`config.mk`:
```
export PLATFORM = sky130hd
export DESIGN_NAME = servo_bus_frame_receiver
export DESIGN_NICKNAME = d
export VERILOG_FILES = /design/src/hdl/sbfr_pkg.sv /design/src/hdl/servo_bus_frame_receiver.sv /design/src/hdl/sbfr_parser.sv /design/src/hdl/sbfr_out_reg.sv
export SDC_FILE = /design/constraint.sdc
export NUM_CORES = 1
export LEC_CHECK = 0
export ABC_AREA = 0
export CORE_MARGIN = 2
export CORE_UTILIZATION = 60
export CTS_CLUSTER_DIAMETER = 80
export DETAILED_ROUTE_END_ITERATION = 12
export DONT_BUFFER_PORTS = 1
export GPL_TIMING_DRIVEN = 0
export PLACE_DENSITY = 0.85
export SYNTH_ARGS = -nofsm -noshare
export SYNTH_HDL_FRONTEND = slang
export SYNTH_SLANG_ARGS = --single-unit
```
`constraint.sdc`:
```
create_clock -name i_clk -period 8.6 [get_ports i_clk]
set_input_delay 0.86 -clock i_clk [delete_from_list [all_inputs] [get_ports i_clk]]
set_output_delay 0.86 -clock i_clk [all_outputs]
set_load 0.03 [all_outputs]
```
`src/hdl/sbfr_pkg.sv`:
```
// Shared types and constants for the servo bus frame receiver.
`default_nettype none

package sbfr_pkg;

    localparam int unsigned BYTE_W      = 8;
    localparam int unsigned NUM_PARAMS  = 4;
    localparam int unsigned PIDX_W      = 2;
    localparam int unsigned POS_W       = 4;
    localparam int unsigned LEN_W       = 3;
    localparam int unsigned CNT_W       = 3;
    localparam int unsigned OUT_DATA_W  = 56;
    localparam int unsigned OUT_USER_W  = 1;

    localparam logic [BYTE_W-1:0] HEADER_RESET = 8'h55;
    localparam logic [BYTE_W-1:0] MIN_LEN      = 8'd3;
    localparam logic [BYTE_W-1:0] MAX_LEN      = 8'd7;

    // byte positions within a frame
    localparam logic [POS_W-1:0] POS_HUNT  = 4'd0;
    localparam logic [POS_W-1:0] POS_ID    = 4'd2;
    localparam logic [POS_W-1:0] POS_LEN   = 4'd3;
    localparam logic [POS_W-1:0] POS_CMD   = 4'd4;
    localparam logic [POS_W-1:0] POS_PARAM = 4'd5;
    localparam logic [POS_W-1:0] POS_PEND  = 4'd9;

    localparam logic [LEN_W-1:0] LEN_IDLE  = 3'd2;

    localparam logic STATUS_GOOD = 1'b0;
    localparam logic STATUS_BAD  = 1'b1;

    typedef logic [BYTE_W-1:0] t_byte;

    typedef struct packed {
        logic              status;
        t_byte             servo_id;
        t_byte             command;
        logic [CNT_W-1:0]  param_count;
        t_byte             param_a;
        t_byte             param_b;
        t_byte             param_c;
        t_byte             param_d;
    } t_result;

endpackage

`default_nettype wire

```
`src/hdl/servo_bus_frame_receiver.sv`:
```
// Top level of the servo bus frame receiver.
//
//  channel   dir   handshake                      payload
//  s_axis    in    s_axis_tvalid / s_axis_tready  tdata[7:0] rx_byte
//  m_axis    out   m_axis_tvalid / m_axis_tready  tdata ids/command/params, tuser status
//  cfg       in    i_cfg_valid / o_cfg_ready      i_cfg_data header_byte
//
// One byte item per cycle unless held off; a result appears in the cycle after its checksum byte.
// Input is held off only while a result sits in the output register and the sink stalls.
// Reset (synchronous, active low) returns to header hunt with header 0x55.
// Config is always ready and applies from the next byte.
`default_nettype none

module servo_bus_frame_receiver
    import sbfr_pkg::*;
(
    input  wire logic                  i_clk,
    input  wire logic                  i_rst_n,
    input  wire logic                  s_axis_tvalid,
    output logic                       s_axis_tready,
    input  wire logic [BYTE_W-1:0]     s_axis_tdata,  // [7:0] rx_byte
    output logic                       m_axis_tvalid,
    input  wire logic                  m_axis_tready,
    // [7:0] servo_id, [15:8] command, [18:16] param_count, [26:19] param_a,
    // [34:27] param_b, [42:35] param_c, [50:43] param_d, [55:51] zero
    output logic [OUT_DATA_W-1:0]      m_axis_tdata,
    output logic [OUT_USER_W-1:0]      m_axis_tuser,  // [0] status
    input  wire logic                  i_cfg_valid,
    output logic                       o_cfg_ready,
    input  wire logic [BYTE_W-1:0]     i_cfg_data     // header_byte
);

    t_byte   r_header_byte;
    logic    w_accept;
    logic    w_res_valid;
    logic    w_free;
    t_result w_result;
    t_result w_out;

    assign o_cfg_ready = 1'b1;

    always_ff @(posedge i_clk) begin
        if (!i_rst_n) begin
            r_header_byte <= HEADER_RESET;
        end else if (i_cfg_valid) begin
            r_header_byte <= i_cfg_data;
        end
    end

    assign s_axis_tready = w_free;
    assign w_accept      = s_axis_tvalid && w_free;

    sbfr_parser u_parser (
        .i_clk         (i_clk),
        .i_rst_n       (i_rst_n),
        .i_accept      (w_accept),
        .i_rx_byte     (s_axis_tdata),
        .i_header_byte (r_header_byte),
        .o_res_valid   (w_res_valid),
        .o_result      (w_result)
    );

    sbfr_out_reg u_out_reg (
        .i_clk    (i_clk),
        .i_rst_n  (i_rst_n),
        .i_load   (w_res_valid),
        .i_result (w_result),
        .i_take   (m_axis_tready),
        .o_valid  (m_axis_tvalid),
        .o_free   (w_free),
        .o_result (w_out)
    );

    assign m_axis_tdata = {5'b0, w_out.param_d, w_out.param_c, w_out.param_b,
                           w_out.param_a, w_out.param_count, w_out.command,
                           w_out.servo_id};
    assign m_axis_tuser = w_out.status;

endmodule

`default_nettype wire

```
`src/hdl/sbfr_parser.sv`:
```
// Frame parser: header hunt, field capture, running checksum.
`default_nettype none

module sbfr_parser
    import sbfr_pkg::*;
(
    input  wire logic    i_clk,
    input  wire logic    i_rst_n,
    input  wire logic    i_accept,
    input  wire t_byte   i_rx_byte,
    input  wire t_byte   i_header_byte,
    output logic         o_res_valid,
    output t_result      o_result
);

    logic             r_in_frame, n_in_frame;
    logic             r_header_seen, n_header_seen;
    logic [POS_W-1:0] r_byte_index, n_byte_index;
    logic [LEN_W-1:0] r_frame_length, n_frame_length;
    t_byte            r_running_sum, n_running_sum;
    t_byte            r_held_id, n_held_id;
    t_byte            r_held_command, n_held_command;
    t_byte            r_held_params [NUM_PARAMS];
    t_byte            n_held_params [NUM_PARAMS];

    logic [POS_W-1:0]  w_last_pos;
    logic [PIDX_W-1:0] w_pidx;
    t_byte             w_sum_add;

    assign w_last_pos = {1'b0, r_frame_length} + POS_W'(2);
    assign w_pidx     = PIDX_W'(r_byte_index - POS_PARAM);
    assign w_sum_add  = r_running_sum + i_rx_byte;

    always_comb begin
        n_in_frame     = r_in_frame;
        n_header_seen  = r_header_seen;
        n_byte_index   = r_byte_index;
        n_frame_length = r_frame_length;
        n_running_sum  = r_running_sum;
        n_held_id      = r_held_id;
        n_held_command = r_held_command;
        n_held_params  = r_held_params;
        o_res_valid    = 1'b0;

        o_result.status      = (~r_running_sum == i_rx_byte) ? STATUS_GOOD : STATUS_BAD;
        o_result.servo_id    = r_held_id;
        o_result.command     = r_held_command;
        o_result.param_count = CNT_W'(r_frame_length - LEN_W'(MIN_LEN));
        o_result.param_a     = r_held_params[0];
        o_result.param_b     = r_held_params[1];
        o_result.param_c     = r_held_params[2];
        o_result.param_d     = r_held_params[3];

        if (i_accept) begin
            if (!r_in_frame) begin
                if (i_rx_byte == i_header_byte) begin
                    if (r_header_seen) begin
                        n_header_seen = 1'b0;
                        n_in_frame    = 1'b1;
                        n_byte_index  = POS_ID;
                    end else begin
                        n_header_seen = 1'b1;
                    end
                end else begin
                    n_header_seen = 1'b0;
                end
            end else begin
                case (r_byte_index)
                    POS_ID: begin
                        n_held_id     = i_rx_byte;
                        n_running_sum = i_rx_byte;
                        n_byte_index  = POS_LEN;
                    end
                    POS_LEN: begin
                        if (i_rx_byte < MIN_LEN || i_rx_byte > MAX_LEN) begin
                            n_in_frame     = 1'b0;
                            n_header_seen  = 1'b0;
                            n_byte_index   = POS_HUNT;
                            n_frame_length = LEN_IDLE;
                        end else begin
                            n_frame_length = i_rx_byte[LEN_W-1:0];
                            n_running_sum  = w_sum_add;
                            for (int k = 0; k < NUM_PARAMS; k++) begin
                                n_held_params[k] = '0;
                            end
                            n_byte_index = POS_CMD;
                        end
                    end
                    POS_CMD: begin
                        n_held_command = i_rx_byte;
                        n_running_sum  = w_sum_add;
                        n_byte_index   = POS_PARAM;
                    end
                    default: begin
                        if (r_byte_index < POS_PARAM || r_byte_index > w_last_pos) begin
                            n_in_frame     = 1'b0;
                            n_header_seen  = 1'b0;
                            n_byte_index   = POS_HUNT;
                            n_frame_length = LEN_IDLE;
                        end else if (r_byte_index < w_last_pos) begin
                            if (r_byte_index < POS_PEND) begin
                                n_held_params[w_pidx] = i_rx_byte;
                            end
                            n_running_sum = w_sum_add;
                            n_byte_index  = r_byte_index + POS_W'(1);
                        end else begin
                            // checksum byte
                            o_res_valid    = 1'b1;
                            n_in_frame     = 1'b0;
                            n_header_seen  = 1'b0;
                            n_byte_index   = POS_HUNT;
                            n_frame_length = LEN_IDLE;
                        end
                    end
                endcase
            end
        end
    end

    always_ff @(posedge i_clk) begin
        if (!i_rst_n) begin
            r_in_frame     <= 1'b0;
            r_header_seen  <= 1'b0;
            r_byte_index   <= POS_HUNT;
            r_frame_length <= LEN_IDLE;
        end else begin
            r_in_frame     <= n_in_frame;
            r_header_seen  <= n_header_seen;
            r_byte_index   <= n_byte_index;
            r_frame_length <= n_frame_length;
        end
    end

    always_ff @(posedge i_clk) begin
        r_running_sum  <= n_running_sum;
        r_held_id      <= n_held_id;
        r_held_command <= n_held_command;
        r_held_params  <= n_held_params;
    end

endmodule

`default_nettype wire

```
`src/hdl/sbfr_out_reg.sv`:
```
// Result register holding one finished item until the sink takes it.
`default_nettype none

module sbfr_out_reg
    import sbfr_pkg::*;
(
    input  wire logic    i_clk,
    input  wire logic    i_rst_n,
    input  wire logic    i_load,
    input  wire t_result i_result,
    input  wire logic    i_take,
    output logic         o_valid,
    output logic         o_free,
    output t_result      o_result
);

    logic    r_valid, n_valid;
    t_result r_result;

    assign o_free = !r_valid || i_take;

    always_comb begin
        n_valid = r_valid;
        if (i_load) begin
            n_valid = 1'b1;
        end else if (i_take) begin
            n_valid = 1'b0;
        end
    end

    always_ff @(posedge i_clk) begin
        if (!i_rst_n) begin
            r_valid <= 1'b0;
        end else begin
            r_valid <= n_valid;
        end
    end

    always_ff @(posedge i_clk) begin
        if (i_load) begin
            r_result <= i_result;
        end
    end

    assign o_valid  = r_valid;
    assign o_result = r_result;

endmodule

`default_nettype wire

```
Word-level counts from Yosys, hierarchy flattened
Cells that the tools add are included.

word-level totals
  register bits = 126
  input port bits = 21
  output and inout port bits = 60
  word-level logic and storage cells = 115

operators by class
  add/subtract/negate cells = 5
  $lt $le $gt $ge = 8
  equality and inequality tests = 12
  muxes and demuxes = 45
  bitwise gates (word level) = 3
  reduce and logical (&&, ||, !) cells = 21

operators by type and width
  cell                                                                  count
  32-bit two-way mux                                                    4
  32-bit one-hot mux with 2 select lines                                1
  32-bit bitwise mux                                                    1
  8-bit two-way mux                                                     4
  8-bit one-hot mux with 3 select lines                                 1
  1-bit two-way mux                                                     20
  4-bit two-way mux                                                     5
  8-bit demux with 2-bit select                                         1
  8-bit == test                                                         2
  3-bit two-way mux                                                     4
  4-bit one-hot mux with 3 select lines                                 1
  2-bit nonzero test                                                    5
  3-bit AND reduction                                                   3
  8-bit adder                                                           1
  4-bit by 2-bit == test with 1-bit output, second input constant       2
  8-bit by 3-bit > comparator with 1-bit output, second input constant  1
  8-bit by 2-bit < comparator with 1-bit output, second input constant  1
  4-bit != test, second input constant                                  2
  8-bit NOT                                                             1
  4-bit AND reduction                                                   2
  7-bit AND reduction                                                   1
  2-bit != test, second input constant                                  3
  3-bit one-hot mux with 2 select lines                                 1
  5-bit AND reduction                                                   1
  other kinds (22)                                                      26

Logic depth before layout (Yosys ltp)
Gate-level depths: netlist (run 1).

  depth after elaboration = 11
  depth in mapped cells = 8
  mapped depth without buffers = 8

Cells and area by module
A second synthesis (run 1) with hierarchy kept.

unflattened totals
  cell total of the unflattened synthesis = 409
  area, all modules = 5444.0 µm²

by module, submodules not included
  module                    instances  cells each  area an instance (µm²)  seq. area each (µm²)
  sbfr_parser               1          319         3483.3                  1861.8
  sbfr_out_reg              1          56          1610.3                  1581.5
  servo_bus_frame_receiver  1          34          350.3                   160.2

Least setup slack after synthesis (run 1)
OpenSTA, ideal clock, no wires.

  kind = input to register
  start = input port m_axis_tready
  end = register u_out_reg.r_result, in the netlist u_out_reg.o_result[0], enable pin
  library setup time = 0.594 ns
  arrival time = 6.528 ns
  data required time = 8.006 ns
  slack = 1.478 ns
  cell stages on the path = 4
  buffers on the path = 0
  cells stage by stage = nor2b_1 inv_1 nand3_1 nor4_1

between the ends
  cells in the longest elaborated chain, start to end = 3

RTL lines
  what                  line                            RTL
  from (decl)           servo_bus_frame_receiver.sv:23  input wire logic m_axis_tready,
  1-bit logical OR      sbfr_out_reg.sv:20              assign o_free = !r_valid || i_take;
  net s_axis_tready     servo_bus_frame_receiver.sv:20  output logic s_axis_tready,
  1-bit logical AND     servo_bus_frame_receiver.sv:51  assign w_accept = s_axis_tvalid && w_free;
  1-bit two-way mux     sbfr_parser.sv:54               if (i_accept) begin
  net u_out_reg.i_load  sbfr_out_reg.sv:9               input wire logic i_load,
  to (signal assigned)  sbfr_out_reg.sv:41              r_result <= i_result;
  to (decl)             sbfr_out_reg.sv:18              t_result r_result;

The timed path passes the listed nets, and every way through them passes these cells.
A chain may end at the register's enable or synchronous reset.

Final worst setup path (run 1)
  start = register u_parser.r_frame_length[1]
  end = register u_out_reg.r_result, in the netlist u_out_reg.o_result[50], enable pin

between the ends
  cells in the longest elaborated chain, start to end = 7
  elaborated cells on any way between the ends = 9
  those cells by class = 1 x add/sub; 2 x order compare; 5 x mux; 1 x reduce/logical

RTL lines
  what                                                      line                                   RTL
  from (decl)                                               sbfr_parser.sv:19                      logic [LEN_W-1:0] r_frame_length, n_frame_length;
  from (signal assigned)                                    sbfr_parser.sv:130                     r_frame_length <= n_frame_length;
  3-bit by 2-bit adder with 4-bit output (*)                sbfr_parser.sv:30                      assign w_last_pos = {1'b0, r_frame_length} + POS_W'(2);
  4-bit < comparator or 4-bit > comparator (tied branches)  sbfr_parser.sv:100, sbfr_parser.sv:95
  1-bit two-way mux or 1-bit logical OR (tied branches)     sbfr_parser.sv:100, sbfr_parser.sv:95
  1-bit two-way mux (*)                                     sbfr_parser.sv:95                      if (r_byte_index < POS_PARAM || r_byte_index > w_last_pos) begin
  1-bit two-way mux (*)                                     sbfr_parser.sv:68                      case (r_byte_index)
  1-bit two-way mux (*)                                     sbfr_parser.sv:55                      if (!r_in_frame) begin
  1-bit two-way mux (*)                                     sbfr_parser.sv:54
  net u_out_reg.i_load                                      sbfr_out_reg.sv:9

The timed path passes the listed nets; every way through them passes the cells marked *.

==> impl_metrics.ini, run 1 <==
[run_status]
status = complete, no violations

[clock_network]
cts.path.max_buffers = 2
h-tree-depth = 4
cts_tree = built
cts-root-buf = clkbuf_8
cts_resized = 0
postCtsSetupRepairBufs = 0
hold_buffers = 0
clkTransAtPathRegs_ps = 60
cts_inserted_buffers = 17
insertion_delay_ps = 520
cts.sinks = 126

[power]
power.density_nw_per_um2 = 220
power_leakage_nw = 2.23
power.switching_mw = 0.298
power_mw = 1.39
internal-power_mw = 1.09
peakVddDrop_mv = 0.126
combPwrFrac_pct = 3.0
swShare_pct = 21.4
power.share.clock_pct = 49.5
pwr-share-seq_pct = 47.5

[worst_hold_path]
min_path_cells = 0
worstHoldStart = u_parser.r_held_command[3]$_DFFE_PP_
hold_end = u_out_reg.o_result[38]$_DFFE_PP_
hold_class = register to register

[routing]
first_pass_iters = 5
routedWlPerCell_um = 18.7
routed_wl_um = 10500
num_vias = 3322
via_per_inst = 5.89
drc_errors = 0
drt_iter0_markers = 285
final_antenna_net_count = 0

[grt]
grt_max_degree = 33
first_global_vias = 3201
grt-ovfl-total = 0
gr-usage-all-layers_pct = 22.2
grt_pass1_wl_um = 16500
antenna_found_initial = 0

[setup_path]
path_delay_family = simple AND/OR/NAND/NOR gates
reg2reg_to = u_out_reg.o_result[50]$_DFFE_PP_
crit_path_frequent_cell = buf_4
worst_setup_path_end_kind = register
crit_type = register to register
regToRegSetupSlack_ps = 5180
crit_chain = ha_1 > inv_1 > ha_1 > o21ai_0 > a21oi_1 > nor2_1 > nor4_2 > buf_4 > buf_4 > buf_4
worstPathArrival_ps = 3650
start_kind = register
slowest_stage = nor4_2
critPathMaxFanout = 11
crit_required_ps = 8830
critical-path-max-stage-delay_ps = 1000
ff2ff_path_depth = 10
reg2reg_from = u_parser.r_frame_length[1]$_SDFFE_PN1P_
crit_buf_inv = 4

[sta]
rsz0062_at_grt = no
max_freq_mhz = 292
tns_ps = 0
finalHoldViolations = 0
worst_pin_slew_ps = 1260
slew_viol_final = 0
period_minus_slack_ps = 3420
setup_viol_count_final = 0
finClkSkew_ps = 9.25
timing.hold.ws_ps = 420
finalCritPeriodShare_pct = 39.8
relSlewSlack_pct = 15.8
timing.final.ws_setup_ps = 5180

[logic_synthesis]
netlist_instances = 412
synth-seq-cells = 126
synth_cell_types = 50
synth_commonest_cells = 108 x edfxtp_1, 38 x mux2i_1, 38 x nor2_1
synth-edff-count = 108
avgSynthCellArea_um2 = 13.5
synth_largest_area_cell = edfxtp_1
yosysTopAreaCellShare_pct = 58.4
synth_ff_type = edfxtp_1
synth_seq_area_share_pct = 64.9
synthTopCellsByArea = edfxtp_1 58%, mux2i_1 6.8%, dfxtp_1 6.5%
synth.most_common_cell = edfxtp_1
syn-cell-area_um2 = 5550
async_reset_ff_share_pct = 0
yosysWarnings = 0

[finish]
num-fill-cells = 623
diodes = 0
stdcell_count = 564
layout-drive-gt1-share_pct = 12.6
fin_util_pct = 69.5
area_growth_pct = 13.9
fin_nets = 480
stdcell_area_um2 = 6330

[floorplanning]
die-area_um2 = 10000
die_w_um = 100
io_pins = 81
rows = 35
start_util_pct = 61.0
die_h_um = 100
core_area_um2 = 9110

[placement]
dp_hpwl_um = 6800
dp.cells = 532
io_buffers = 0
dpl_cell_area_um2 = 5750
place_ws_ps = 5060
place_congestion = 0.863

[run]
drv_cap = 0
==> cell families (layout without fill, tap and decap cells) <==
family                     count (synthesis)  after routing  share of synthesized area [%]
other                                      2              6                          0.135
DFF                                      126            126                           64.9
xor gates and xnor gates                  13             13                           2.05
buffers and inverters                     51             88                           5.11
and+or+nand+nor                          107            107                           9.60
adders and majority gates                 19             19                           4.42
muxes                                     39             39                           7.05
AOI/OAI and AO/OA                         55             55                           6.74
==> metal layers <==
layer,GRT usage [%],part of all wire [%],up-vias
met4,10.7,1.8,0
met1,28.7,42,1623
met5,0,0,-
met2,33.8,50,134
met3,7.45,6.5,19
li1,-,-,1546
==> flip-flops by register name, indices dropped and copies added, names as in the netlist, 3 cells and up <==
signal / count
r_header_byte: 8
u_out_reg.o_result: 52
u_parser.o_result: 32
u_parser.r_byte_index: 4
u_parser.r_frame_length: 3
u_parser.r_held_command: 8
u_parser.r_held_id: 8
u_parser.r_running_sum: 8
==> layout by cell type, fill, tap and decap left out, types with 3 or more instances in the layout <==
cell        count
o21bai_1        3
edfxtp_1      108
nand4_1         4
nor2_1         38
clkbuf_8        5
nand2_1        28
inv_1          26
xnor2_1        11
buf_4          13
conb_1          6
clkbuf_1        9
ha_1           18
clkbuf_16      16
clkinv_4        3
o21a_1          3
inv_6           4
o21ai_0        12
a211oi_1        5
buf_6           3
mux2i_1        38
o22ai_1        10
dfxtp_1        18
o31ai_1         3
nor2b_1         8
a21oi_1         7
nand2b_1        4
nand3_1         6
clkinvlp_4      5
and2_1          3
==> worst register-to-register path, cell delays in order (launching register included) <==
cell,delay [ps]
dfxtp_1,350
ha_1,310
inv_1,50
ha_1,280
o21ai_0,90
a21oi_1,210
nor2_1,120
nor4_2,1000
buf_4,330
buf_4,200
buf_4,200
==> layout make-up <==
type	instances	area (µm²)	area share, %
Inverter	26	97.6	1.54
Tap cell	111	139	2.19
Buffer	25	186	2.95
Clock buffer	17	414	6.55
Sequential cell	126	3600	57.0
Clock inverter	15	163	2.57
Timing Repair Buffer	5	37.5	0.593
Multi-Input combinational cell	239	1690	26.7
==> power groups by stage <==
stage | clock network (mW) | logic (mW) | registers (mW)
after floorplan | 0 | 0.0335 | 0.673
after global placement | 0 | 0.0394 | 0.673
after detailed placement | 0 | 0.0407 | 0.673
after CTS | 0.697 | 0.0410 | 0.660
after global routing | 0.725 | 0.0451 | 0.660
final | 0.689 | 0.0411 | 0.660
==> worst max-delay path by stage <==
stage,cells after the start,slack [ps],from,endpoint
finish,10,5180,u_parser.r_frame_length[1]$_SDFFE_PN1P_,u_out_reg.o_result[50]$_DFFE_PP_
global route,10,4980,u_parser.r_frame_length[1]$_SDFFE_PN1P_,u_out_reg.o_result[50]$_DFFE_PP_
CTS,10,5150,u_parser.r_frame_length[1]$_SDFFE_PN1P_,u_out_reg.o_result[51]$_DFFE_PP_
detailed placement,7,5060,m_axis_tready,u_out_reg.o_result[51]$_DFFE_PP_
global placement,4,-380,m_axis_tready,u_out_reg.o_result[51]$_DFFE_PP_
floorplan,4,1480,m_axis_tready,u_out_reg.o_result[0]$_DFFE_PP_
(Power assumes the default switching activity.)
==> run 2, diff against run 1 <==
--- a/config.mk
+++ b/config.mk
@@ -5,7 +5,7 @@
 export SDC_FILE = /design/constraint.sdc
 export NUM_CORES = 1
 export LEC_CHECK = 0
-export ABC_AREA = 0
+export ABC_AREA = 1
 export CORE_MARGIN = 2
 export CORE_UTILIZATION = 60
 export CTS_CLUSTER_DIAMETER = 80
==> constraint.sdc (replaced) <==
create_clock -name i_clk -period 3.52 [get_ports i_clk]
set_input_delay 0.352 -clock i_clk [delete_from_list [all_inputs] [get_ports i_clk]]
set_output_delay 0.352 -clock i_clk [all_outputs]
set_load 0.03 [all_outputs]
==> run 2 against run 1 <==
First-iteration DRC count is 24% lower. Largest cell class unchanged. Clock-buffer cell count rose by 3. Synthesized cell count grew 14%. Combinational power rose to 2.8 times the previous value. Sequential share of layout area fell by 1.7 points. Largest power group is now registers. Highest routed layer unchanged.
==> impl_metrics.ini, run 2 <==
[run_status]
status = complete, no violations

[logic_synthesis]
synth_largest_area_cell = edfxtp_1
synth_ff_type = edfxtp_1
synthTopCellsByArea = edfxtp_1 58%, dfxtp_1 6.4%, mux2_2 6.4%
yosysTopAreaCellShare_pct = 58.0
synth_cell_types = 33
synth.most_common_cell = edfxtp_1
synth_commonest_cells = 108 x edfxtp_1, 96 x nand2_1, 63 x inv_1
async_reset_ff_share_pct = 0
synth_seq_area_share_pct = 64.5
yosysWarnings = 0
synth-seq-cells = 126
syn-cell-area_um2 = 5590
netlist_instances = 468
synth-edff-count = 108
avgSynthCellArea_um2 = 11.9

[sta]
slew_viol_final = 0
finClkSkew_ps = 11.7
setup_viol_count_final = 0
finalCritPeriodShare_pct = 79.2
worst_pin_slew_ps = 897
finalHoldViolations = 0
timing.final.ws_setup_ps = 731
tns_ps = 0
period_minus_slack_ps = 2790
rsz0062_at_grt = no
relSlewSlack_pct = 40.0
max_freq_mhz = 359

[clock_network]
hold_buffers = 17
h-tree-depth = 4
cts.sinks = 126
clkTransAtPathRegs_ps = 60
cts.path.max_buffers = 2
cts_tree = built
insertion_delay_ps = 530
postCtsSetupRepairBufs = 0
cts-root-buf = clkbuf_8
cts_resized = 0
cts_inserted_buffers = 17

[routing]
drt_iter0_markers = 217
top_layer = met4
final_antenna_net_count = 0
first_pass_iters = 4
via_per_inst = 5.45
routedWlPerCell_um = 17.5
num_vias = 3453
routed_wl_um = 11100
drt-met1-wl_um = 4360
drc_errors = 0
route.met3.wl_um = 617
dr_wl_met2_um = 5840

[floorplanning]
die_h_um = 101
core_area_um2 = 9150
rows = 35
io_pins = 81
die-area_um2 = 10100
start_util_pct = 61.1
die_w_um = 101

[setup_path]
regToRegSetupSlack_ps = 730
crit_required_ps = 3750
reg2reg_from = u_parser.r_byte_index[1]$_SDFFE_PN0P_
critPathMaxFanout = 18
ff2ff_path_depth = 9
worst_setup_path_end_kind = register
crit_type = register to register
start_kind = register
reg2reg_to = u_parser.o_result[31]$_SDFFCE_PP0P_
worstPathArrival_ps = 3010

[placement]
io_buffers = 0
dpl_cell_area_um2 = 5800
place_congestion = 0.888
dp_hpwl_um = 6860
place_ws_ps = 716
dp.cells = 585

[finish]
final_cell_mix = 108 x edfxtp_1, 96 x nand2_1, 62 x inv_1, 32 x mux2_2, 20 x nand3_1
largest_reg_flops = 52
diodes = 0
stdcell_count = 633
layout_commonest_cell = edfxtp_1
multiInputGateArea_um2 = 1650
area_growth_pct = 16.6
fin_nets = 550
num-fill-cells = 572
seq_area_um2 = 3600
stdcell_area_um2 = 6520
layout-drive-gt1-share_pct = 19.0

[worst_hold_path]
hold_end = u_parser.r_running_sum[6]$_DFFE_PP_
hold_class = primary input to register
worstHoldStart = s_axis_tdata[6]
min_path_cells = 2

[grt]
grt-ovfl-total = 0
first_global_vias = 3409
grt_max_degree = 29
antenna_found_initial = 0
grt_pass1_wl_um = 17300
gr-usage-all-layers_pct = 23.4

[run]
drv_cap = 0

[power]
power_leakage_nw = 2.65
peakVddDrop_mv = 0.379
power.density_nw_per_um2 = 514
run 2: cells by family after synthesis:
kind of cell,share of synthesized area [%]
simple gates,12.6
flops,64.5
buf+inv,6.45
mux,6.45
compound gates,3.00
fa+ha+maj,4.39
xor+xnor,2.51
other cells,0.134
run 2: worst max path at each step:
stage	from	endpoint	slack [ps]	cells past startpoint
final	u_parser.r_byte_index[1]$_SDFFE_PN0P_	u_parser.o_result[31]$_SDFFCE_PP0P_	730	9
after global routing	u_parser.r_byte_index[0]$_SDFFE_PN0P_	u_out_reg.o_result[24]$_DFFE_PP_	500	11
after CTS	u_parser.r_frame_length[1]$_SDFFE_PN1P_	u_parser.o_result[25]$_SDFFCE_PP0P_	690	7
after detailed placement	u_parser.r_frame_length[1]$_SDFFE_PN1P_	u_parser.o_result[28]$_SDFFCE_PP0P_	720	7
after global placement	u_parser.r_frame_length[1]$_SDFFE_PN1P_	u_parser.o_result[25]$_SDFFCE_PP0P_	-290	6
after floorplan	u_parser.r_frame_length[1]$_SDFFE_PN1P_	u_parser.o_result[0]$_SDFFCE_PP0P_	400	6
run 2: critical path, cell delays in order (launching register included):
cell and delay [ps]:
dfxtp_1 470, inv_1 150, ha_1 230, buf_4 190, nand3_1 190, nand2_4 90, nor2_4 140, inv_1 80
a211oi_4 710, buf_16 240
run 2: where the power goes:
group          switching (mW)  internal (mW)  total (mW)
sequential            0.00503           1.61        1.62
clock                   0.621          0.998        1.62
combinational          0.0660         0.0513       0.117
total                   0.692           2.66        3.35
run 2: stage by stage:
step | hold WS [ps] | util, % | total power [mW]
final | 35.6 | 71.2 | 3.35
after global routing | 21.7 | 71.2 | 3.43
after CTS | 12.0 | 71.2 | 3.36
after detailed placement | 405 | 63.4 | 1.74
after global placement | 401 | 62.8 | 1.74
after floorplan | 400 | - | 1.72
run 2: cell type report:
class	count	area share (%)
plain buffers	20	1.73
clock buffers	20	6.52
flip-flops and latches	126	55.3
multi-input cells	260	25.4
inverters	66	3.80
repair buffers	19	3.34
clock inverters	11	1.84
well taps	111	2.13
run 2: routing by layer:
| metal | vias to the layer above | track usage (%) |
|---|---|---|
| met5 | - | 0 |
| li1 | 1641 | - |
| met4 | 0 | 11.6 |
| met2 | 121 | 40.7 |
| met1 | 1663 | 26.7 |
| met3 | 28 | 6.45 |
